===== src/design/assert_macros.svh =====
// Assertion macros shared by the LCA unit RTL.
// No dependencies; included by the files that carry assertions.
`ifndef ASSERT_MACROS_SVH
`define ASSERT_MACROS_SVH

// same-cycle implication
`define TLCA_ASSERT_IMP(lbl, clk, rstn, ante, cons) \
  lbl: assert property (@(posedge clk) disable iff (!rstn) (ante) |-> (cons)) \
    else $error("tlca assertion failed");

// next-cycle implication
`define TLCA_ASSERT_NXT(lbl, clk, rstn, ante, cons) \
  lbl: assert property (@(posedge clk) disable iff (!rstn) (ante) |=> (cons)) \
    else $error("tlca assertion failed");

`endif


===== src/design/tlca_pkg.sv =====
// Shared types, codes and sizes of the LCA unit.
// No dependencies; used by tlca_engine and tree_lca_binary_lifting_unit.
`default_nettype none

package tlca_pkg;

  localparam int NODES   = 1024;
  localparam int NODE_W  = 10;
  localparam int LEVELS  = 10;
  localparam int LVL_W   = 4;
  localparam int JADDR_W = NODE_W + LVL_W;
  localparam int JDEPTH  = NODES << LVL_W;
  localparam int TDATA_W = 24;

  typedef logic [NODE_W-1:0]  node_t;
  typedef logic [LVL_W-1:0]   lvl_t;
  typedef logic [JADDR_W-1:0] jaddr_t;
  typedef logic [1:0]         cmd_t;
  typedef logic [1:0]         status_t;

  localparam cmd_t CMD_LOAD  = 2'd0;
  localparam cmd_t CMD_QUERY = 2'd1;
  localparam cmd_t CMD_CLEAR = 2'd2;

  localparam status_t ST_LOAD  = 2'd0;
  localparam status_t ST_QUERY = 2'd1;
  localparam status_t ST_CLEAR = 2'd2;
  localparam status_t ST_ERROR = 2'd3;

  localparam lvl_t LVL_TOP = lvl_t'(LEVELS - 1);

  // depth store port: one write, two reads
  typedef struct packed {
    logic  we;
    node_t waddr;
    node_t wdata;
    node_t raddr0;
    node_t raddr1;
  } node_req_t;

  typedef struct packed {
    logic   we;
    jaddr_t waddr;
    node_t  wdata;
    jaddr_t raddr0;
    jaddr_t raddr1;
  } jump_req_t;

  typedef struct packed {
    logic  we;
    node_t waddr;
    logic  wdata;
    node_t raddr0;
    node_t raddr1;
  } flag_req_t;

  typedef struct packed {
    status_t status;
    node_t   ancestor;
    node_t   depth;
  } result_t;

  function automatic jaddr_t jaddr(input node_t n, input lvl_t k);
    return {n, k};
  endfunction

endpackage

`default_nettype wire


===== src/design/tlca_engine.sv =====
// Sequencer of the LCA unit: flag sweep, load, lift and meet phases.
// Depends on tlca_pkg and assert_macros.svh; drives the three RAMs.
`default_nettype none
`include "assert_macros.svh"

module tlca_engine (
  input  wire logic               clk,
  input  wire logic               rst_n,
  input  wire logic               in_valid,
  output logic                    in_ready,
  input  wire tlca_pkg::cmd_t     in_cmd,
  input  wire tlca_pkg::node_t    in_a,
  input  wire tlca_pkg::node_t    in_b,
  output tlca_pkg::node_req_t     dreq,
  input  wire tlca_pkg::node_t    d_rd0,
  input  wire tlca_pkg::node_t    d_rd1,
  output tlca_pkg::jump_req_t     jreq,
  input  wire tlca_pkg::node_t    j_rd0,
  input  wire tlca_pkg::node_t    j_rd1,
  output tlca_pkg::flag_req_t     freq,
  input  wire logic               f_rd0,
  input  wire logic               f_rd1,
  output logic                    res_valid,
  input  wire logic               res_ready,
  output tlca_pkg::result_t       res
);

  localparam logic [3:0] S_SWEEP = 4'd0;
  localparam logic [3:0] S_IDLE  = 4'd1;
  localparam logic [3:0] S_CHECK = 4'd2;
  localparam logic [3:0] S_LOAD  = 4'd3;
  localparam logic [3:0] S_UP    = 4'd4;
  localparam logic [3:0] S_UPEND = 4'd5;
  localparam logic [3:0] S_MEET  = 4'd6;
  localparam logic [3:0] S_LAST  = 4'd7;
  localparam logic [3:0] S_ANS   = 4'd8;
  localparam logic [3:0] S_DONE  = 4'd9;

  localparam tlca_pkg::status_t ST_LOAD_V  = tlca_pkg::ST_LOAD;
  localparam tlca_pkg::status_t ST_QUERY_V = tlca_pkg::ST_QUERY;
  localparam tlca_pkg::status_t ST_CLEAR_V = tlca_pkg::ST_CLEAR;
  localparam tlca_pkg::status_t ST_ERROR_V = tlca_pkg::ST_ERROR;

  logic [3:0]        state_r, state_nxt;
  tlca_pkg::node_t   sw_r, sw_nxt;
  logic              clr_resp_r, clr_resp_nxt;
  logic              pend_r, pend_nxt;

  tlca_pkg::cmd_t    cmd_r, cmd_nxt;
  tlca_pkg::node_t   a_r, a_nxt;
  tlca_pkg::node_t   b_r, b_nxt;
  tlca_pkg::node_t   lo_r, lo_nxt;
  tlca_pkg::node_t   hi_r, hi_nxt;
  tlca_pkg::node_t   dlo_r, dlo_nxt;
  tlca_pkg::node_t   diff_r, diff_nxt;
  tlca_pkg::lvl_t    k_r, k_nxt;
  tlca_pkg::lvl_t    pk_r, pk_nxt;
  logic              z0_r, z0_nxt;
  logic              z1_r, z1_nxt;
  tlca_pkg::result_t res_r, res_nxt;

  logic              accept;
  tlca_pkg::node_t   j0, j1;
  tlca_pkg::node_t   da, db;
  logic              fa, fb;
  logic              swap;
  tlca_pkg::node_t   up_cur;
  logic              differ;
  tlca_pkg::node_t   lo_cur, hi_cur, dlo_cur;

  // the sentinel row reads as zero whatever the RAM holds
  assign j0 = z0_r ? '0 : j_rd0;
  assign j1 = z1_r ? '0 : j_rd1;

  assign fa   = (a_r == '0) | f_rd0;
  assign fb   = (b_r == '0) | f_rd1;
  assign da   = (a_r == '0) ? '0 : d_rd0;
  assign db   = (b_r == '0) ? '0 : d_rd1;
  assign swap = da > db;

  assign up_cur  = pend_r ? j0 : hi_r;
  assign differ  = pend_r && (j0 != j1);
  assign lo_cur  = differ ? j0 : lo_r;
  assign hi_cur  = differ ? j1 : hi_r;
  assign dlo_cur = differ ? dlo_r - (tlca_pkg::node_t'(1) << pk_r) : dlo_r;

  assign in_ready  = state_r == S_IDLE;
  assign accept    = in_valid && in_ready;
  assign res_valid = state_r == S_DONE;
  assign res       = res_r;

  always_comb begin
    state_nxt    = state_r;
    sw_nxt       = sw_r;
    clr_resp_nxt = clr_resp_r;
    pend_nxt     = pend_r;
    cmd_nxt      = cmd_r;
    a_nxt        = a_r;
    b_nxt        = b_r;
    lo_nxt       = lo_r;
    hi_nxt       = hi_r;
    dlo_nxt      = dlo_r;
    diff_nxt     = diff_r;
    k_nxt        = k_r;
    pk_nxt       = pk_r;
    z0_nxt       = z0_r;
    z1_nxt       = z1_r;
    res_nxt      = res_r;

    dreq = '{we: 1'b0, waddr: a_r, wdata: db + 1'b1, raddr0: in_a, raddr1: in_b};
    jreq = '{we: 1'b0, waddr: tlca_pkg::jaddr(a_r, k_r), wdata: j0,
             raddr0: '0, raddr1: '0};
    freq = '{we: 1'b0, waddr: a_r, wdata: 1'b1, raddr0: in_a, raddr1: in_b};

    unique case (state_r)
      S_SWEEP: begin
        freq.we    = 1'b1;
        freq.waddr = sw_r;
        freq.wdata = 1'b0;
        sw_nxt     = sw_r + 1'b1;
        if (sw_r == '1) begin
          clr_resp_nxt = 1'b0;
          if (clr_resp_r) begin
            res_nxt   = '{ST_CLEAR_V, '0, '0};
            state_nxt = S_DONE;
          end else begin
            state_nxt = S_IDLE;
          end
        end
      end
      S_IDLE: begin
        if (accept) begin
          cmd_nxt = in_cmd;
          a_nxt   = in_a;
          b_nxt   = in_b;
          priority if (in_cmd == tlca_pkg::CMD_CLEAR) begin
            sw_nxt       = '0;
            clr_resp_nxt = 1'b1;
            state_nxt    = S_SWEEP;
          end else if (in_cmd == tlca_pkg::CMD_LOAD || in_cmd == tlca_pkg::CMD_QUERY) begin
            state_nxt = S_CHECK;
          end else begin
            res_nxt   = '{ST_ERROR_V, '0, '0};
            state_nxt = S_DONE;
          end
        end
      end
      S_CHECK: begin
        if (cmd_r == tlca_pkg::CMD_LOAD) begin
          if (a_r == '0 || fa || !fb) begin
            res_nxt   = '{ST_ERROR_V, '0, '0};
            state_nxt = S_DONE;
          end else begin
            dreq.we     = 1'b1;
            jreq.we     = 1'b1;
            jreq.waddr  = tlca_pkg::jaddr(a_r, '0);
            jreq.wdata  = b_r;
            freq.we     = 1'b1;
            jreq.raddr0 = tlca_pkg::jaddr(b_r, '0);
            z0_nxt      = b_r == '0;
            k_nxt       = tlca_pkg::lvl_t'(1);
            state_nxt   = S_LOAD;
          end
        end else begin
          if (!fa || !fb) begin
            res_nxt   = '{ST_ERROR_V, '0, '0};
            state_nxt = S_DONE;
          end else begin
            lo_nxt    = swap ? b_r : a_r;
            hi_nxt    = swap ? a_r : b_r;
            dlo_nxt   = swap ? db : da;
            diff_nxt  = swap ? da - db : db - da;
            k_nxt     = tlca_pkg::LVL_TOP;
            pend_nxt  = 1'b0;
            state_nxt = S_UP;
          end
        end
      end
      S_LOAD: begin
        // jump[a][k] = jump[jump[a][k-1]][k-1], then fetch its row at level k
        jreq.we     = 1'b1;
        jreq.raddr0 = tlca_pkg::jaddr(j0, k_r);
        z0_nxt      = j0 == '0;
        if (k_r == tlca_pkg::LVL_TOP) begin
          res_nxt   = '{ST_LOAD_V, '0, '0};
          state_nxt = S_DONE;
        end else begin
          k_nxt = k_r + 1'b1;
        end
      end
      S_UP: begin
        hi_nxt = up_cur;
        if (diff_r[k_r]) begin
          jreq.raddr0 = tlca_pkg::jaddr(up_cur, k_r);
          z0_nxt      = up_cur == '0;
          pend_nxt    = 1'b1;
        end else begin
          pend_nxt = 1'b0;
        end
        if (k_r == '0) begin
          state_nxt = S_UPEND;
        end else begin
          k_nxt = k_r - 1'b1;
        end
      end
      S_UPEND: begin
        hi_nxt   = up_cur;
        pend_nxt = 1'b0;
        if (lo_r == up_cur) begin
          res_nxt   = '{ST_QUERY_V, lo_r, dlo_r};
          state_nxt = S_DONE;
        end else begin
          k_nxt     = tlca_pkg::LVL_TOP;
          state_nxt = S_MEET;
        end
      end
      S_MEET: begin
        lo_nxt      = lo_cur;
        hi_nxt      = hi_cur;
        dlo_nxt     = dlo_cur;
        jreq.raddr0 = tlca_pkg::jaddr(lo_cur, k_r);
        jreq.raddr1 = tlca_pkg::jaddr(hi_cur, k_r);
        z0_nxt      = lo_cur == '0;
        z1_nxt      = hi_cur == '0;
        pend_nxt    = 1'b1;
        pk_nxt      = k_r;
        if (k_r == '0) begin
          state_nxt = S_LAST;
        end else begin
          k_nxt = k_r - 1'b1;
        end
      end
      S_LAST: begin
        lo_nxt      = lo_cur;
        hi_nxt      = hi_cur;
        dlo_nxt     = dlo_cur;
        jreq.raddr0 = tlca_pkg::jaddr(lo_cur, '0);
        z0_nxt      = lo_cur == '0;
        pend_nxt    = 1'b0;
        state_nxt   = S_ANS;
      end
      S_ANS: begin
        res_nxt   = '{ST_QUERY_V, j0, dlo_r - 1'b1};
        state_nxt = S_DONE;
      end
      S_DONE: begin
        if (res_ready) begin
          state_nxt = S_IDLE;
        end
      end
      default: begin
        state_nxt = S_SWEEP;
        sw_nxt    = '0;
      end
    endcase
  end

  always_ff @(posedge clk) begin
    if (!rst_n) begin
      state_r    <= S_SWEEP;
      sw_r       <= '0;
      clr_resp_r <= 1'b0;
      pend_r     <= 1'b0;
    end else begin
      state_r    <= state_nxt;
      sw_r       <= sw_nxt;
      clr_resp_r <= clr_resp_nxt;
      pend_r     <= pend_nxt;
    end
  end

  always_ff @(posedge clk) begin
    cmd_r  <= cmd_nxt;
    a_r    <= a_nxt;
    b_r    <= b_nxt;
    lo_r   <= lo_nxt;
    hi_r   <= hi_nxt;
    dlo_r  <= dlo_nxt;
    diff_r <= diff_nxt;
    k_r    <= k_nxt;
    pk_r   <= pk_nxt;
    z0_r   <= z0_nxt;
    z1_r   <= z1_nxt;
    res_r  <= res_nxt;
  end

  `TLCA_ASSERT_IMP(a_sweep_blocks_input, clk, rst_n, state_r == S_SWEEP, !in_ready)
  `TLCA_ASSERT_IMP(a_jump_write_own_row, clk, rst_n, jreq.we, jreq.waddr[tlca_pkg::JADDR_W-1:tlca_pkg::LVL_W] == a_r)
  `TLCA_ASSERT_IMP(a_non_query_zero, clk, rst_n, res_valid && res_r.status != tlca_pkg::ST_QUERY, res_r.ancestor == '0 && res_r.depth == '0)
  `TLCA_ASSERT_NXT(a_accept_leaves_idle, clk, rst_n, accept, state_r != S_IDLE)

endmodule

`default_nettype wire


===== config.mk =====
export PLATFORM = sky130hd
export DESIGN_NAME = tlca_engine
export DESIGN_NICKNAME = d
export VERILOG_FILES = /design/src/design/tlca_pkg.sv /design/src/design/tlca_engine.sv
export VERILOG_INCLUDE_DIRS = /design/src /design/src/design
export SDC_FILE = /design/constraint.sdc
export NUM_CORES = 1
export LEC_CHECK = 0
export BUFFER_PORTS_ARGS = -buffer_cell sky130_fd_sc_hd__buf_2
export CAP_MARGIN = 30
export CORE_MARGIN = 2
export CORE_UTILIZATION = 45
export CTS_BUF_LIST = sky130_fd_sc_hd__clkbuf_8
export DETAILED_ROUTE_END_ITERATION = 16
export GPL_TIMING_DRIVEN = 0
export PLACE_DENSITY = 0.7
export SLEW_MARGIN = 20
export SYNTH_ARGS = -nofsm -noshare
export SYNTH_HDL_FRONTEND = slang
export SYNTH_SLANG_ARGS = --single-unit

===== constraint.sdc =====
create_clock -name clk -period 4.1 [get_ports clk]
set_clock_uncertainty 0.05 [all_clocks]
set_input_delay 0 -clock clk [delete_from_list [all_inputs] [get_ports clk]]
set_output_delay 0 -clock clk [all_outputs]
set_load 0.02 [all_outputs]

* Word-level counts from Yosys, hierarchy flattened *
Cells that the tools add are included.

word-level totals
  input bits = 68
  logic and storage cells = 197
  register bits after elaboration = 110
  output and inout port bits = 150

operators by class
  shift operators = 1
  muxes and demuxes = 82
  equal/unequal tests = 39
  add/subtract/negate cells = 8
  $lt $le $gt $ge = 2
  bitwise logic cells = 5
  reductions and logical operators = 42

operator list
  operator                                                         count
  22-bit two-way mux                                               10
  10-bit two-way mux                                               20
  22-bit one-hot mux with 6 select lines                           1
  39-bit two-way mux                                               2
  4-bit two-way mux                                                19
  14-bit one-hot mux with 5 select lines                           1
  10-bit logical NOT                                               6
  10-bit one-hot mux with 3 select lines                           2
  10-bit one-hot mux with 2 select lines                           2
  4-bit one-hot mux with 10 select lines                           1
  2-bit inequality test, second input constant                     16
  10-bit subtractor                                                3
  14-bit two-way mux                                               2
  24-bit two-way mux                                               1
  10-bit by 1-bit adder with 10-bit output, second input constant  2
  4-bit by 3-bit == test with 1-bit output, second input constant  4
  4-bit one-hot mux with 4 select lines                            1
  3-bit AND reduction                                              5
  1-bit two-way mux                                                13
  4-bit == test, second input constant                             3
  3-bit inequality test, second input constant                     4
  4-bit AND reduction                                              3
  6-bit AND reduction                                              2
  4-bit nonzero test                                               3
  32 further kinds                                                 53

* Longest topological paths before layout *
Gate-level depths: netlist (run 1).

  word-level depth = 7
  mapped depth = 17
  gate-level depth less buffers = 15

* Worst setup path after synthesis (run 1) *
OpenSTA, ideal clock, no wires.

  kind = flip-flop to flip-flop
  from = register a_r[4]
  to = register res_r, in the netlist res[0], enable pin
  arrival time = 3.356 ns
  data required time = 3.621 ns
  clock period less this slack = 3.834 ns
  stages on the path, launching flop included = 8
  library setup time = 0.429 ns
  path slack = 0.266 ns
  path buffers = 2
  path through = edfxtp_1 nor4_1 a31oi_1 and3_1 nor2b_1 buf_2 buf_2 nor3_1

between the ends
  word-level cells in the longest chain between the ends = 6
  elaborated cells on any way between the ends = 9
  classes of those cells = 2 x eq/ne; 1 x bitwise; 6 x reduce/logical

RTL lines
  what                                                   line                                    text
  start, declared                                        tlca_engine.sv:50                       tlca_pkg::node_t a_r, a_nxt;
  start signal, assigned                                 tlca_engine.sv:274                      a_r <= a_nxt;
  10-bit logical NOT *                                   tlca_engine.sv:75, tlca_engine.sv:150
  1-bit OR                                               tlca_engine.sv:75                       assign fa = (a_r == '0) | f_rd0;
  1-bit logical OR or 1-bit logical NOT (tied branches)  tlca_engine.sv:150, tlca_engine.sv:165
  1-bit logical OR (on tied branches)                    tlca_engine.sv:150, tlca_engine.sv:165
  3-bit inequality test (no line)                        --
  10-bit AND reduction (no line) *                       --
  end signal, assigned                                   tlca_engine.sv:284                      res_r <= res_nxt;
  end, declared                                          tlca_engine.sv:60                       tlca_pkg::result_t res_r, res_nxt;

Every way passes the cells marked *; elsewhere a longest branch is shown, timed or not.
A chain may end at the register's enable or synchronous reset.

* Worst setup path after layout (run 1) *
  from = register b_r[7]
  to = register dlo_r[0], data pin

between the ends
  word-level cells in the longest chain between the ends = 7

RTL lines
  what                                      line                text
  start, declared                           tlca_engine.sv:51   tlca_pkg::node_t b_r, b_nxt;
  start signal, assigned                    tlca_engine.sv:275  b_r <= b_nxt;
  10-bit logical NOT *                      tlca_engine.sv:78   assign db = (b_r == '0) ? '0 : d_rd1;
  10-bit two-way mux *                      tlca_engine.sv:78
  10-bit greater-than comparator            tlca_engine.sv:79   assign swap = da > db;
  10-bit two-way mux *                      tlca_engine.sv:171  dlo_nxt = swap ? db : da;
  10-bit two-way mux *                      tlca_engine.sv:165  if (!fa || !fb) begin
  10-bit two-way mux *                      tlca_engine.sv:149  if (cmd_r == tlca_pkg::CMD_LOAD) begin
  10-bit one-hot mux with 2 select lines *  tlca_engine.sv:115  unique case (state_r)
  net dlo_nxt[0]                            tlca_engine.sv:54   tlca_pkg::node_t dlo_r, dlo_nxt;
  end signal, assigned                      tlca_engine.sv:278  dlo_r <= dlo_nxt;
  end, declared                             tlca_engine.sv:54

Mark *: on every way through the listed nets, which the timed path passes. The rest lies on a longest branch. The select of a mux whose other input is x is not followed.

==> run summary, run 1 <==
Run status
* finished, final reports clean — status

Cells and area
* 25.3% — Synth-to-Final Area Change
* 0.579 — share of the core filled with cells in the final layout
* 0.305 — fraction of final layout cells with drive strength greater than 1
* 1,733 — FILL cells
* 1,362 — number of nets in the layout
* 0 — final antenna diode count

Synthesis
* 0.361 — sequential element share of the synthesized area
* 979 — post-synthesis cell count
* 8.90 um2 — per-instance average area after synthesis
* 1,084 — Post-Synthesis Net Count
* 68 — distinct cell type count of the synthesized netlist
* sky130_fd_sc_hd__edfxtp_1 — Synth Flop Type
* 0 — share of flip-flops with an asynchronous set or reset after synthesis
* 94 — number of flops mapped to enable cells by yosys
* 0 — number of warnings reported in the yosys synthesis log
* 0.0493 — Synth Area in XOR/XNOR
* 8710 um2 — Cell Area, Synth
* 110 — flop and latch count out of synthesis
* simple AND/OR/NAND/NOR gates — dominant combinational cell family by area after synthesis
* 0.197 — area share of and/or/nand/nor cells after synthesis
* 0.0872 — mux share of post-synthesis cell area
* 0.159 — post-synthesis compound-gate area fraction
* 0.0566 — fraction of the mapped netlist area in adder cells

Placement
* 216 — PortBufs
* 21,700 um — half-perimeter wire length after detailed placement
* 0.976 — routability congestion estimate

Power and ir drop
* 0.172 — Clock Power Share
* 0.452 — combinational share of power
* 4.59 nW — leakage power total
* 2.39 mW — cell internal power dissipation
* 0.375 — part of the power in registers
* 1.64 mW — switching power
* 4.02 mW — total power after layout
* 0.380 mV — maximum VDD drop
* 0.407 — fraction of power spent switching nets
* 369 nW/um2 — total power density per cell area

Global routing
* 0.427 — met2 track demand over resource in global routing
* 0 — initial antenna violation count
* 42,800 um — first-pass GRT wire length
* 7,977 — via count of the first global-routing pass
* met2 — most heavily used metal layer in global routing
* 20 — maximum number of pins on one net before global-route repair
* 0 — GRT overflow
* 0.372 — met1 demand-to-capacity share in global routing
* 0.270 — Global Route Usage Sum
* 0.0523 — met3 Use GR

Floorplan
* 18,800 um2 — core area
* 0.462 — initial core utilization
* 218 — count of pins on the block boundary
* 50 — Core Rows
* 143 um — horizontal die dimension
* 20,500 um2 — area enclosed by the die boundary
* 143 um — DIE HEIGHT

Worst setup path
* 140 ps — Register-to-Register Setup Slack
* 4190 ps — data required time of the worst path
* reg2reg — crit path kind
* 490 ps — CP max stage delay
* flop — startpoint type of the worst setup path
* 4050 ps — arrival time at the worst endpoint
* sky130_fd_sc_hd__edfxtp_1 — cell at the slowest stage of the critical path
* dlo_r[0]$_DFFE_PP_ — capture instance of the worst register-to-register path
* flop — endpoint kind of the worst setup timing path
* 10 — Critical Path Fanout Max
* b_r[7]$_DFFE_PP_ — worst reg2reg startpoint
* sky130_fd_sc_hd__buf_6 — dominant cell type by count on the critical path
* nor4_4 > nand3_2 > buf_6 > nand2_1 > inv_1 > ha_1 > o21ai_0 > o211ai_1 > nand3_1 > a21oi_2 > buf_6 > buf_4 > clkbuf_4 > nor2_1 > a211oi_2 > a21oi_1 — cell-by-cell listing of the critical path
* 16 — depth of the most critical reg-to-reg path

STA
* 0.442 — relative slew slack
* 3960 ps — Period minus WS final
* 0.966 — final worst path period share
* 0 — number of slew-limit violations in the final report
* 0 — final hold violations
* 252 MHz — Max Clk Rate
* 835 ps — worst slew pin tran
* 0 — Finish-stage setup viols
* false — RSZ-0062 raised after global routing

Drt
* 18.8 um — wire length per cell after detailed routing
* 0 — remaining antenna violation count
* 6 — length of the first detailed-routing pass in iterations
* 28,600 um — final WL
* 782 — drt initial violations
* 5.62 — average via count per standard cell
* 8,557 — total via count after detailed routing
* 0 — drt drc

CTS
* 2 — clk buf depth
* sky130_fd_sc_hd__clkbuf_8 — clock root buffer
* 9 — TritonCTS buffer count
* 410 ps — clock latency at the later pin of the worst-skew pair
* 110 ps — clock-pin transition on the worst setup and hold timing paths
* 3 — maximum level of the CTS H-tree
* built — clock tree from TritonCTS
* 110 — # clock sinks

Min path
* j_rd0[1] — startpoint of the lowest-slack hold path
* res[11]$_DFFE_PP_ — WHS Endpoint
* in2reg — path category of the worst min-delay check
* 3 — Hold Path Stages

Flow run
* 0 — MaxCap Viol Count

==> cells in the mapped netlist (all sizes together), types with 19 or more instances <==
master	count	area [um2]
ha	33	413
buf	72	498
mux2i	38	388
inv	49	184
a211oi	23	178
clkbuf	27	103
a21oi	46	230
xnor2	34	298
o21ai	69	345
nor2	82	308
nor2b	46	290
mux2	29	327
edfxtp	94	2820
nand3	19	95.1
nand2	103	387
nor3	21	110
==> power by group through the flow <==
stage	Sequential (mW)	Clock (mW)	Combinational, mW
after floorplan	1.57	0	1.12
after global placement	1.54	0	1.67
after detailed placement	1.54	0	1.71
after CTS	1.51	0.705	1.74
after global routing	1.52	0.744	1.95
final	1.51	0.693	1.82
==> worst max-delay path by stage <==
stage	startpoint	end	cells past startpoint	slack [ps]
3_3_place_gp	z0_r$_DFFE_PP_	res[1]$_DFFE_PP_	9	-1060
4_1_cts	b_r[4]$_DFFE_PP_	diff_r[7]$_DFFE_PP_	16	20
6_report	b_r[7]$_DFFE_PP_	dlo_r[0]$_DFFE_PP_	16	140
3_5_place_dp	b_r[4]$_DFFE_PP_	dlo_r[0]$_DFFE_PP_	17	-520
2_1_floorplan	a_r[4]$_DFFE_PP_	res[0]$_DFFE_PP_	7	270
5_1_grt	b_r[7]$_DFFE_PP_	dlo_r[0]$_DFFE_PP_	17	2
==> metal layers <==
layer / part of all wire / vias to the layer above
met4: 0.027 / 0
li1: - / 4045
met3: 0.089 / 59
met5: 0 / -
met1: 0.43 / 3984
met2: 0.46 / 469
==> cells in the final DEF, fill, tap and decap left out, types with 27 or more instances in the layout <==
cell | Yosys | routed
sky130_fd_sc_hd__ha_1 | 33 | 32
sky130_fd_sc_hd__a21oi_1 | 46 | 45
sky130_fd_sc_hd__edfxtp_1 | 94 | 94
sky130_fd_sc_hd__inv_1 | 49 | 50
sky130_fd_sc_hd__buf_4 | 54 | 76
sky130_fd_sc_hd__dlygate4sd3_1 | 0 | 27
sky130_fd_sc_hd__nor2b_1 | 45 | 45
sky130_fd_sc_hd__nand2_1 | 103 | 103
sky130_fd_sc_hd__o21ai_0 | 64 | 63
sky130_fd_sc_hd__buf_2 | 14 | 227
sky130_fd_sc_hd__mux2i_1 | 36 | 35
sky130_fd_sc_hd__xnor2_1 | 34 | 34
sky130_fd_sc_hd__nor2_1 | 82 | 82
==> per-stage QoR <==
step / setup slack [ps] / instance area (um2) / std cells / hold WS, ps / TNS [ps]
2_1_floorplan: 266 / 8710 / 979 / 48.9 / 0
3_3_place_gp: -1060 / 10100 / 1455 / 155 / -32910
3_5_place_dp: -518 / 10200 / 1458 / 158 / -12420
4_1_cts: 24.0 / 10700 / 1505 / 30.3 / 0
5_1_grt: 2.04 / 10900 / 1522 / 95.7 / 0
6_report: 139 / 10900 / 1522 / 53.2 / 0
==> cell type report <==
class                           count  area [um2]  share of cell area
Tap cell                          260         325              0.0298
Clock buffer                        9         124              0.0114
Sequential cell                   110        3140               0.288
Timing Repair Buffer              267        1540               0.141
Buffer                             99         617              0.0565
Clock inverter                      7        71.3             0.00654
Inverter                           49         184              0.0169
Multi-Input combinational cell    721        4900               0.449
==> logic make-up after synthesis <==
logic type | count (synthesis)
AND/OR/NAND/NOR | 350
AO/OA/AOI/OAI | 216
buffers and inverters | 148
XOR/XNOR | 49
multiplexers | 69
adder cells (fa/ha/maj) | 37
flip-flops | 110
==> worst max-delay path, delay by kind of cell, from the launching register on <==
kind	cells	cell delay (ps)
AND/OR/NAND/NOR	5	850
flip-flops	1	490
AO/OA/AOI/OAI	5	1000
buffers and inverters	5	880
adder cells (fa/ha/maj)	1	440
==> timing repair <==
item,in CTS,in global routing
pin swaps,2,6
endpoints found under the hold margin,29,0
gates cloned,0,1
gates resized for setup,13,18
setup buffers,4,16
hold buffers,27,0
endpoints found under the setup margin,38,34
==> flip-flops by register name, summed over array words and instances, names as in the netlist, 4 cells and up <==
| register | count |
|---|---|
| lo_r | 10 |
| hi_r | 10 |
| state_r | 4 |
| pk_r | 4 |
| res | 22 |
| dlo_r | 10 |
| sw_r | 10 |
| a_r | 10 |
| diff_r | 10 |
| b_r | 10 |
| k_r | 4 |
Note: power is estimated with default switching activity, not from simulation.
==> inputs of run 2 (changes only) <==
==> constraint.sdc (replaced) <==
create_clock -name clk -period 4.08 [get_ports clk]
set_clock_uncertainty 0.05 [all_clocks]
set_input_delay 0 -clock clk [delete_from_list [all_inputs] [get_ports clk]]
set_output_delay 0 -clock clk [all_outputs]
set_load 0.02 [all_outputs]
==> run 2 against run 1 <==
Sequential power about the same. Non-clock buffer count decreased by 3. Utilization decreased by 0.11 points. Routed wire length decreased by 0.21%. Maximum frequency about the same. First-iteration DRC count increased by 3.7%. Hold slack improved by 0.84 ps. Critical path depth decreased by 1. Combinational power about the same. Largest cell class unchanged. Setup slack got worse by 17 ps. Via count about the same. Register-to-register slack got worse by 20 ps.
==> run summary, run 2 (synthesis results as in run 1) <==
Worst setup path
* hi_r[3]$_DFFE_PP_ — Setup crit end
* 4160 ps — data required time of the worst path, -30 ps
* a_r[2]$_DFFE_PP_ — worst reg2reg startpoint
* a_r[2]$_DFFE_PP_ — CP startpoint
* flop — startpoint type of the worst setup path
* 10 — Critical Path Fanout Max, unchanged
* reg2reg — crit path kind
* hi_r[3]$_DFFE_PP_ — capture instance of the worst register-to-register path
* 15 — depth of the most critical reg-to-reg path, -1
* 120 ps — Register-to-Register Setup Slack, -20 ps
* 4040 ps — arrival time at the worst endpoint, about the same
* flop — endpoint kind of the worst setup timing path

Global routing
* 42,800 um — first-pass GRT wire length, unchanged
* 7,977 — via count of the first global-routing pass, unchanged
* 0 — GRT overflow, unchanged
* 0.270 — Global Route Usage Sum, unchanged
* 20 — maximum number of pins on one net before global-route repair, unchanged
* 0 — initial antenna violation count, unchanged

Cells and area
* 22 — flip-flop count of the largest register after layout, unchanged
* 1,359 — number of nets in the layout, -0.22%
* 228 x sky130_fd_sc_hd__buf_2, 103 x sky130_fd_sc_hd__nand2_1, 94 x sky130_fd_sc_hd__edfxtp_1 — commonest cells after routing, fill and taps aside
* 0 — final antenna diode count, unchanged
* 1,732 — FILL cells, -0.058%
* 1,519 — Non-Filler Instances, -0.20%
* sky130_fd_sc_hd__buf_2 — most frequent standard cell in the layout excluding fill and tap cells
* 0.305 — fraction of final layout cells with drive strength greater than 1, about the same
* 25.0% — Synth-to-Final Area Change

Floorplan
* 218 — count of pins on the block boundary, unchanged
* 18,800 um2 — core area, unchanged
* 0.462 — initial core utilization, unchanged
* 143 um — horizontal die dimension, unchanged
* 20,500 um2 — area enclosed by the die boundary, unchanged
* 50 — Core Rows, unchanged
* 143 um — DIE HEIGHT, unchanged

CTS
* 9 — TritonCTS buffer count, unchanged
* 120 ps — clock-pin transition on the worst setup and hold timing paths, about the same
* sky130_fd_sc_hd__clkbuf_8 — clock root buffer
* built — clock tree from TritonCTS
* 110 — # clock sinks, unchanged
* 410 ps — clock latency at the later pin of the worst-skew pair, about the same
* 3 — maximum level of the CTS H-tree, unchanged
* 2 — clk buf depth, unchanged

Placement
* 216 — PortBufs, unchanged
* 0.976 — routability congestion estimate, unchanged
* 21,700 um — half-perimeter wire length after detailed placement, unchanged
* 1,458 — number of placed cells counting well taps, unchanged

Drt
* 0 — drt drc, unchanged
* 8,551 — total via count after detailed routing, -0.070%
* 8 — length of the first detailed-routing pass in iterations, +2
* 5.63 — average via count per standard cell, +0.13%
* 28,500 um — final WL, -0.21%
* 18.8 um — wire length per cell after detailed routing, about the same
* 0 — remaining antenna violation count, unchanged
* 811 — drt initial violations, +3.7%

STA
* 3960 ps — Period minus WS final, -2.84 ps
* 54.0 ps — Hold Worst Slack, +0.843 ps
* 829 ps — worst slew pin tran, -5.83 ps
* 0 — Finish-stage setup viols, unchanged
* 0.445 — relative slew slack, +0.00390
* 0 — final hold violations, unchanged
* 0 — number of slew-limit violations in the final report, unchanged
* 0.970 — final worst path period share, +0.00404
* 0 ps — Total Negative Setup Slacks, unchanged
* 253 MHz — Max Clk Rate, about the same

Flow run
* 0 — MaxCap Viol Count, unchanged

Power and ir drop
* 371 nW/um2 — total power density per cell area, +0.45%
* 0.379 mV — maximum VDD drop, about the same
* 4.57 nW — leakage power total, -0.39%
* 4.04 mW — total power after layout, +0.27%

Run status
* finished, final reports clean — status

Min path
* in2reg — path category of the worst min-delay check

==> run 2: cell count changes in the layout (fill, tap and decap cells not counted), sizes merged <==
cell and change:
buf -3
==> run 2: report_power, final <==
part | leakage [nW] | total, mW | internal, mW | switching (mW)
combinational | 3.48 | 1.82 | 0.692 | 1.13
sequential | 0.990 | 1.52 | 1.41 | 0.108
clock | 0.106 | 0.695 | 0.288 | 0.407
total | 4.57 | 4.04 | 2.39 | 1.64
==> run 2: layer usage <==
layer / global-route usage / vias up / routed length (um)
met5: 0 / - / 0
met4: 0.0875 / 0 / 823
met3: 0.0523 / 61 / 2530
met2: 0.427 / 468 / 13000
met1: 0.372 / 3994 / 12200
li1: - / 4028 / -
==> run 2: stage by stage <==
step / util / cell area [um2] / setup WS (ps)
after floorplan: - / 8710 / 246
after global placement: 0.537 / 10100 / -1080
after detailed placement: 0.539 / 10200 / -538
after CTS: 0.569 / 10700 / 3.96
after global routing: 0.578 / 10900 / -16.0
final: 0.578 / 10900 / 122
==> run 2: final cells by class <==
| cell class | instances | area [um2] | share of cell area |
|---|---|---|---|
| sequential | 110 | 3140 | 0.289 |
| inverter | 49 | 184 | 0.0169 |
| clock buffer | 9 | 124 | 0.0114 |
| timing repair buffer | 264 | 1520 | 0.139 |
| tap | 260 | 325 | 0.0299 |
| buffer | 99 | 616 | 0.0565 |
| clock inverter | 7 | 71.3 | 0.00655 |
| multi-input combinational | 721 | 4910 | 0.451 |
==> run 2: worst min-delay path by stage <==
| stage | from | endpoint | depth (start not counted) |
|---|---|---|---|
| after detailed placement | in_a[2] | a_r[2]$_DFFE_PP_ | 1 |
| after floorplan | in_a[0] | a_r[0]$_DFFE_PP_ | 0 |
| after global placement | in_a[1] | a_r[1]$_DFFE_PP_ | 1 |
| final | j_rd0[1] | res[11]$_DFFE_PP_ | 3 |
| after global routing | j_rd0[4] | res[14]$_DFFE_PP_ | 3 |
| after CTS | j_rd0[1] | res[11]$_DFFE_PP_ | 3 |
==> run 2: worst max-delay path, stage by stage (launching register included) <==
cell and delay [ps]:
sky130_fd_sc_hd__edfxtp_1 580, sky130_fd_sc_hd__nor4_2 350, sky130_fd_sc_hd__nand3_2 250, sky130_fd_sc_hd__nand2_1 210
sky130_fd_sc_hd__ha_1 190, sky130_fd_sc_hd__inv_1 70, sky130_fd_sc_hd__fa_2 390, sky130_fd_sc_hd__a211oi_2 250
sky130_fd_sc_hd__o211ai_1 140, sky130_fd_sc_hd__nand3_1 120, sky130_fd_sc_hd__a21oi_2 80, sky130_fd_sc_hd__buf_6 150
sky130_fd_sc_hd__buf_4 180, sky130_fd_sc_hd__clkbuf_4 210, sky130_fd_sc_hd__a211oi_1 380, sky130_fd_sc_hd__a221oi_1 90
==> run 2: what timing repair did <==
| action | 4_1_cts | 5_1_grt |
|---|---|---|
| buffers inserted | 4 | 13 |
| resized for setup | 13 | 20 |
| cloned | 0 | 1 |
| pin swaps | 2 | 6 |
| setup endpoints to repair | 38 | 34 |
| hold buffers | 27 | 0 |
| endpoints found under the hold margin | 29 | 0 |
==> inputs of run 3 (changes only) <==
--- a/config.mk
+++ b/config.mk
@@ -6,11 +6,11 @@
 export SDC_FILE = /design/constraint.sdc
 export NUM_CORES = 1
 export LEC_CHECK = 0
+export ABC_AREA = 1
 export BUFFER_PORTS_ARGS = -buffer_cell sky130_fd_sc_hd__buf_2
 export CAP_MARGIN = 30
 export CORE_MARGIN = 2
 export CORE_UTILIZATION = 45
-export CTS_BUF_LIST = sky130_fd_sc_hd__clkbuf_8
 export DETAILED_ROUTE_END_ITERATION = 16
 export GPL_TIMING_DRIVEN = 0
 export PLACE_DENSITY = 0.7
==> run 3 against run 2 <==
Final area decreased by 1.3%. Utilization shrank 0.59 points. Non-clock buffer count down 22. Critical path depth increased by 6. Register-to-register slack better by 120 ps. Highest routed layer unchanged.
==> run summary, run 3 <==
Run status
* finished, final reports clean — status

Drt
* 5.33 — average via count per standard cell, -5.2%
* 0 — drt drc, unchanged
* 8,994 — total via count after detailed routing, +5.2%
* 29,600 um — final WL, +3.5%
* 17.5 um — wire length per cell after detailed routing, -6.7%
* 0 — remaining antenna violation count, unchanged
* 5 — length of the first detailed-routing pass in iterations, -3
* 839 — drt initial violations, +3.5%

Synthesis
* sky130_fd_sc_hd__nand2_1 — most common cell in the synthesized netlist
* 1,178 — post-synthesis cell count, +20%
* 94 — number of flops mapped to enable cells by yosys, unchanged
* 0.326 — share of Yosys cell area claimed by the top area cell type, +0.00192
* sky130_fd_sc_hd__edfxtp_1 — Synth Flop Type
* sky130_fd_sc_hd__edfxtp_1 — cell taking the most area after synthesis
* 110 — flop and latch count out of synthesis, unchanged
* sky130_fd_sc_hd__edfxtp_1 33%, sky130_fd_sc_hd__nand2_1 9.8%, sky130_fd_sc_hd__inv_1 7.1% — most area-consuming cells after synthesis
* 7.35 um2 — per-instance average area after synthesis, -17%
* 0 — share of flip-flops with an asynchronous set or reset after synthesis, unchanged
* 50 — distinct cell type count of the synthesized netlist, -26%
* 0 — number of warnings reported in the yosys synthesis log, unchanged
* 227 x sky130_fd_sc_hd__nand2_1, 163 x sky130_fd_sc_hd__inv_1, 153 x sky130_fd_sc_hd__nor2_1 — most used standard cells in the synthesized netlist
* 8660 um2 — Cell Area, Synth, -0.59%
* 1,283 — Post-Synthesis Net Count, +18%
* 0.363 — sequential element share of the synthesized area, +0.00214

Power and ir drop
* 0.348 — Clock Power Share, +0.176
* 0.275 — fraction of power spent switching nets, -0.132
* 709 uW — switching power, -57%
* 0.202 mV — maximum VDD drop, -47%
* 5.17 nW — leakage power total, +13%
* 2.58 mW — total power after layout, -36%
* 1.87 mW — cell internal power dissipation, -22%
* 240 nW/um2 — total power density per cell area, -35%
* 0.477 — part of the power in registers, +0.100
* 0.176 — combinational share of power, -0.275

STA
* 0.359 — relative slew slack, -0.0865
* 241 ps — fin worst setup slack, +119 ps
* 3840 ps — Period minus WS final, -119 ps
* 0 — Finish-stage setup viols, unchanged
* 948 ps — worst slew pin tran, +119 ps
* 261 MHz — Max Clk Rate, +3.1%
* 0 — final hold violations, unchanged
* false — RSZ-0062 raised after global routing
* 0.941 — final worst path period share, -0.0291
* 0 — number of slew-limit violations in the final report, unchanged
* 87.7 ps — Hold Worst Slack, +33.7 ps

Global routing
* 45,100 um — first-pass GRT wire length, +5.3%
* 23 — maximum number of pins on one net before global-route repair, +15%
* 0 — GRT overflow, unchanged
* 0.288 — Global Route Usage Sum, +0.0184
* 0 — initial antenna violation count, unchanged
* 8,330 — via count of the first global-routing pass, +4.4%

Min path
* 3 — Hold Path Stages, unchanged
* res[12]$_DFFE_PP_ — WHS Endpoint
* in2reg — path category of the worst min-delay check
* j_rd0[2] — startpoint of the lowest-slack hold path

Floorplan
* 0.461 — initial core utilization, -0.00119
* 50 — Core Rows, unchanged
* 218 — count of pins on the block boundary, unchanged
* 143 um — DIE HEIGHT, -0.29%
* 18,800 um2 — core area, -0.33%
* 143 um — horizontal die dimension, -0.29%
* 20,400 um2 — area enclosed by the die boundary, -0.57%

Worst setup path
* 21 — depth of the most critical reg-to-reg path, +6
* sky130_fd_sc_hd__nand2_1 — dominant cell type by count on the critical path
* reg2reg — crit path kind
* a_r[9]$_DFFE_PP_ — worst reg2reg startpoint
* 10 — Critical Path Fanout Max, unchanged
* flop — endpoint kind of the worst setup timing path
* 4120 ps — data required time of the worst path, -40 ps
* 240 ps — Register-to-Register Setup Slack, +120 ps
* 430 ps — CP max stage delay, -150 ps
* hi_r[0]$_DFFE_PP_ — capture instance of the worst register-to-register path
* sky130_fd_sc_hd__edfxtp_1 — cell at the slowest stage of the critical path
* 3880 ps — arrival time at the worst endpoint, -160 ps
* inv_1 > nand4_1 > nor2_2 > buf_4 > nor2_1 > inv_1 > ha_1 > inv_1 > fa_1 > inv_1 > o21ai_0 > nand2_1 > nand2_1 > nand2_1 > nand2_1 > nand2_1 > clkbuf_4 > inv_2 > buf_2 > o211ai_1 > o221ai_1 — cell-by-cell listing of the critical path
* flop — startpoint type of the worst setup path

Flow run
* 0 — MaxCap Viol Count, unchanged

Cells and area
* 3140 um2 — sequential cell area, unchanged
* 4330 um2 — area of combinational cells with multiple inputs, -12%
* 24.1% — Synth-to-Final Area Change
* 22 — flip-flop count of the largest register after layout, unchanged
* 0 — final antenna diode count, unchanged
* 1,824 — FILL cells, +5.3%
* sky130_fd_sc_hd__nand2_1 — most frequent standard cell in the layout excluding fill and tap cells
* 0.249 — fraction of final layout cells with drive strength greater than 1, -0.0557
* 1,552 — number of nets in the layout, +14%
* 226 x sky130_fd_sc_hd__nand2_1, 225 x sky130_fd_sc_hd__buf_2, 163 x sky130_fd_sc_hd__inv_1 — commonest cells after routing, fill and taps aside

CTS
* 3 — maximum level of the CTS H-tree, unchanged
* 2 — clk buf depth, unchanged
* 110 — # clock sinks, unchanged
* 80 ps — clock-pin transition on the worst setup and hold timing paths, -40 ps
* 9 — TritonCTS buffer count, unchanged
* built — clock tree from TritonCTS
* 370 ps — clock latency at the later pin of the worst-skew pair, -40 ps
* sky130_fd_sc_hd__clkbuf_16 — clock root buffer

Placement
* 23,300 um — half-perimeter wire length after detailed placement, +7.6%
* -501 ps — pre-CTS WS, +36.9 ps
* 0.965 — routability congestion estimate, -1.2%
* 217 — PortBufs, +0.46%

==> run 3: cell count changes after synthesis, sizes merged, moves of 27 or more <==
cell	delta
nor2	+79
nor2b	-46
nand2	+136
xnor2	-27
mux2i	-38
o21ai	+47
mux2	-29
nand3	+36
inv	+128
==> run 3: critical path: cells and delay by family (launching register included) <==
family	cells	cell delay, ps
flops	1	430
simple gates	8	780
compound gates	3	550
fa+ha+maj	2	610
buf+inv	8	1130
==> run 3: final cells by class <==
cell class              instances  area share
plain buffers                  83      0.0515
clock buffers                  12      0.0240
clock inverters                 4     0.00349
inverters                     178      0.0627
multi-input cells             807       0.403
flip-flops and latches        110       0.293
well taps                     234      0.0273
repair buffers                258       0.136
==> run 3: cells by family after synthesis <==
family          count (synthesis)  synth area share
flops                         110             0.363
fa+ha+maj                      37            0.0569
xor+xnor                       39            0.0395
compound gates                237             0.159
buf+inv                       261             0.140
simple gates                  494             0.242
==> run 3: worst max path at each step <==
stage	start	end	slack (ps)	cells after the start
2_1_floorplan	a_r[4]$_DFFE_PP_	hi_r[2]$_DFFE_PP_	690	21
3_3_place_gp	a_r[8]$_DFFE_PP_	hi_r[2]$_DFFE_PP_	-500	21
3_5_place_dp	a_r[8]$_DFFE_PP_	hi_r[2]$_DFFE_PP_	-500	21
4_1_cts	a_r[4]$_DFFE_PP_	hi_r[2]$_DFFE_PP_	30	21
5_1_grt	a_r[9]$_DFFE_PP_	hi_r[0]$_DFFE_PP_	20	21
6_report	a_r[9]$_DFFE_PP_	hi_r[0]$_DFFE_PP_	240	21
==> run 3: per-layer routing <==
| layer | track usage | vias up | routed length [um] |
|---|---|---|---|
| met1 | 0.404 | 4085 | 12900 |
| met5 | 0 | - | 0 |
| li1 | - | 4406 | - |
| met3 | 0.0483 | 47 | 2570 |
| met2 | 0.463 | 456 | 13500 |
| met4 | 0.0771 | 0 | 590 |
==> run 3: what timing repair did <==
action,in CTS,in global routing
hold endpoints to repair,33,0
resized for setup,8,7
setup buffers,3,12
hold buffers,24,0
setup endpoints to repair,37,30
==> run 3: metrics by stage <==
step	TNS (ps)	util	instances	cell area [um2]
after global placement	-6280	0.535	1629	10000
after floorplan	0	-	1178	8660
final	0	0.572	1686	10700
after detailed placement	-7040	0.536	1630	10100
after CTS	0	0.566	1673	10600
after global routing	0	0.572	1686	10700
==> run 3: power groups by stage <==
| stage | registers, mW | logic [mW] | clock network (mW) |
|---|---|---|---|
| finish | 1.23 | 0.453 | 0.897 |
| global placement | 1.25 | 0.422 | 0 |
| CTS | 1.23 | 0.446 | 0.903 |
| global route | 1.23 | 0.500 | 0.950 |
| floorplan | 1.25 | 0.281 | 0 |
| detailed placement | 1.25 | 0.425 | 0 |
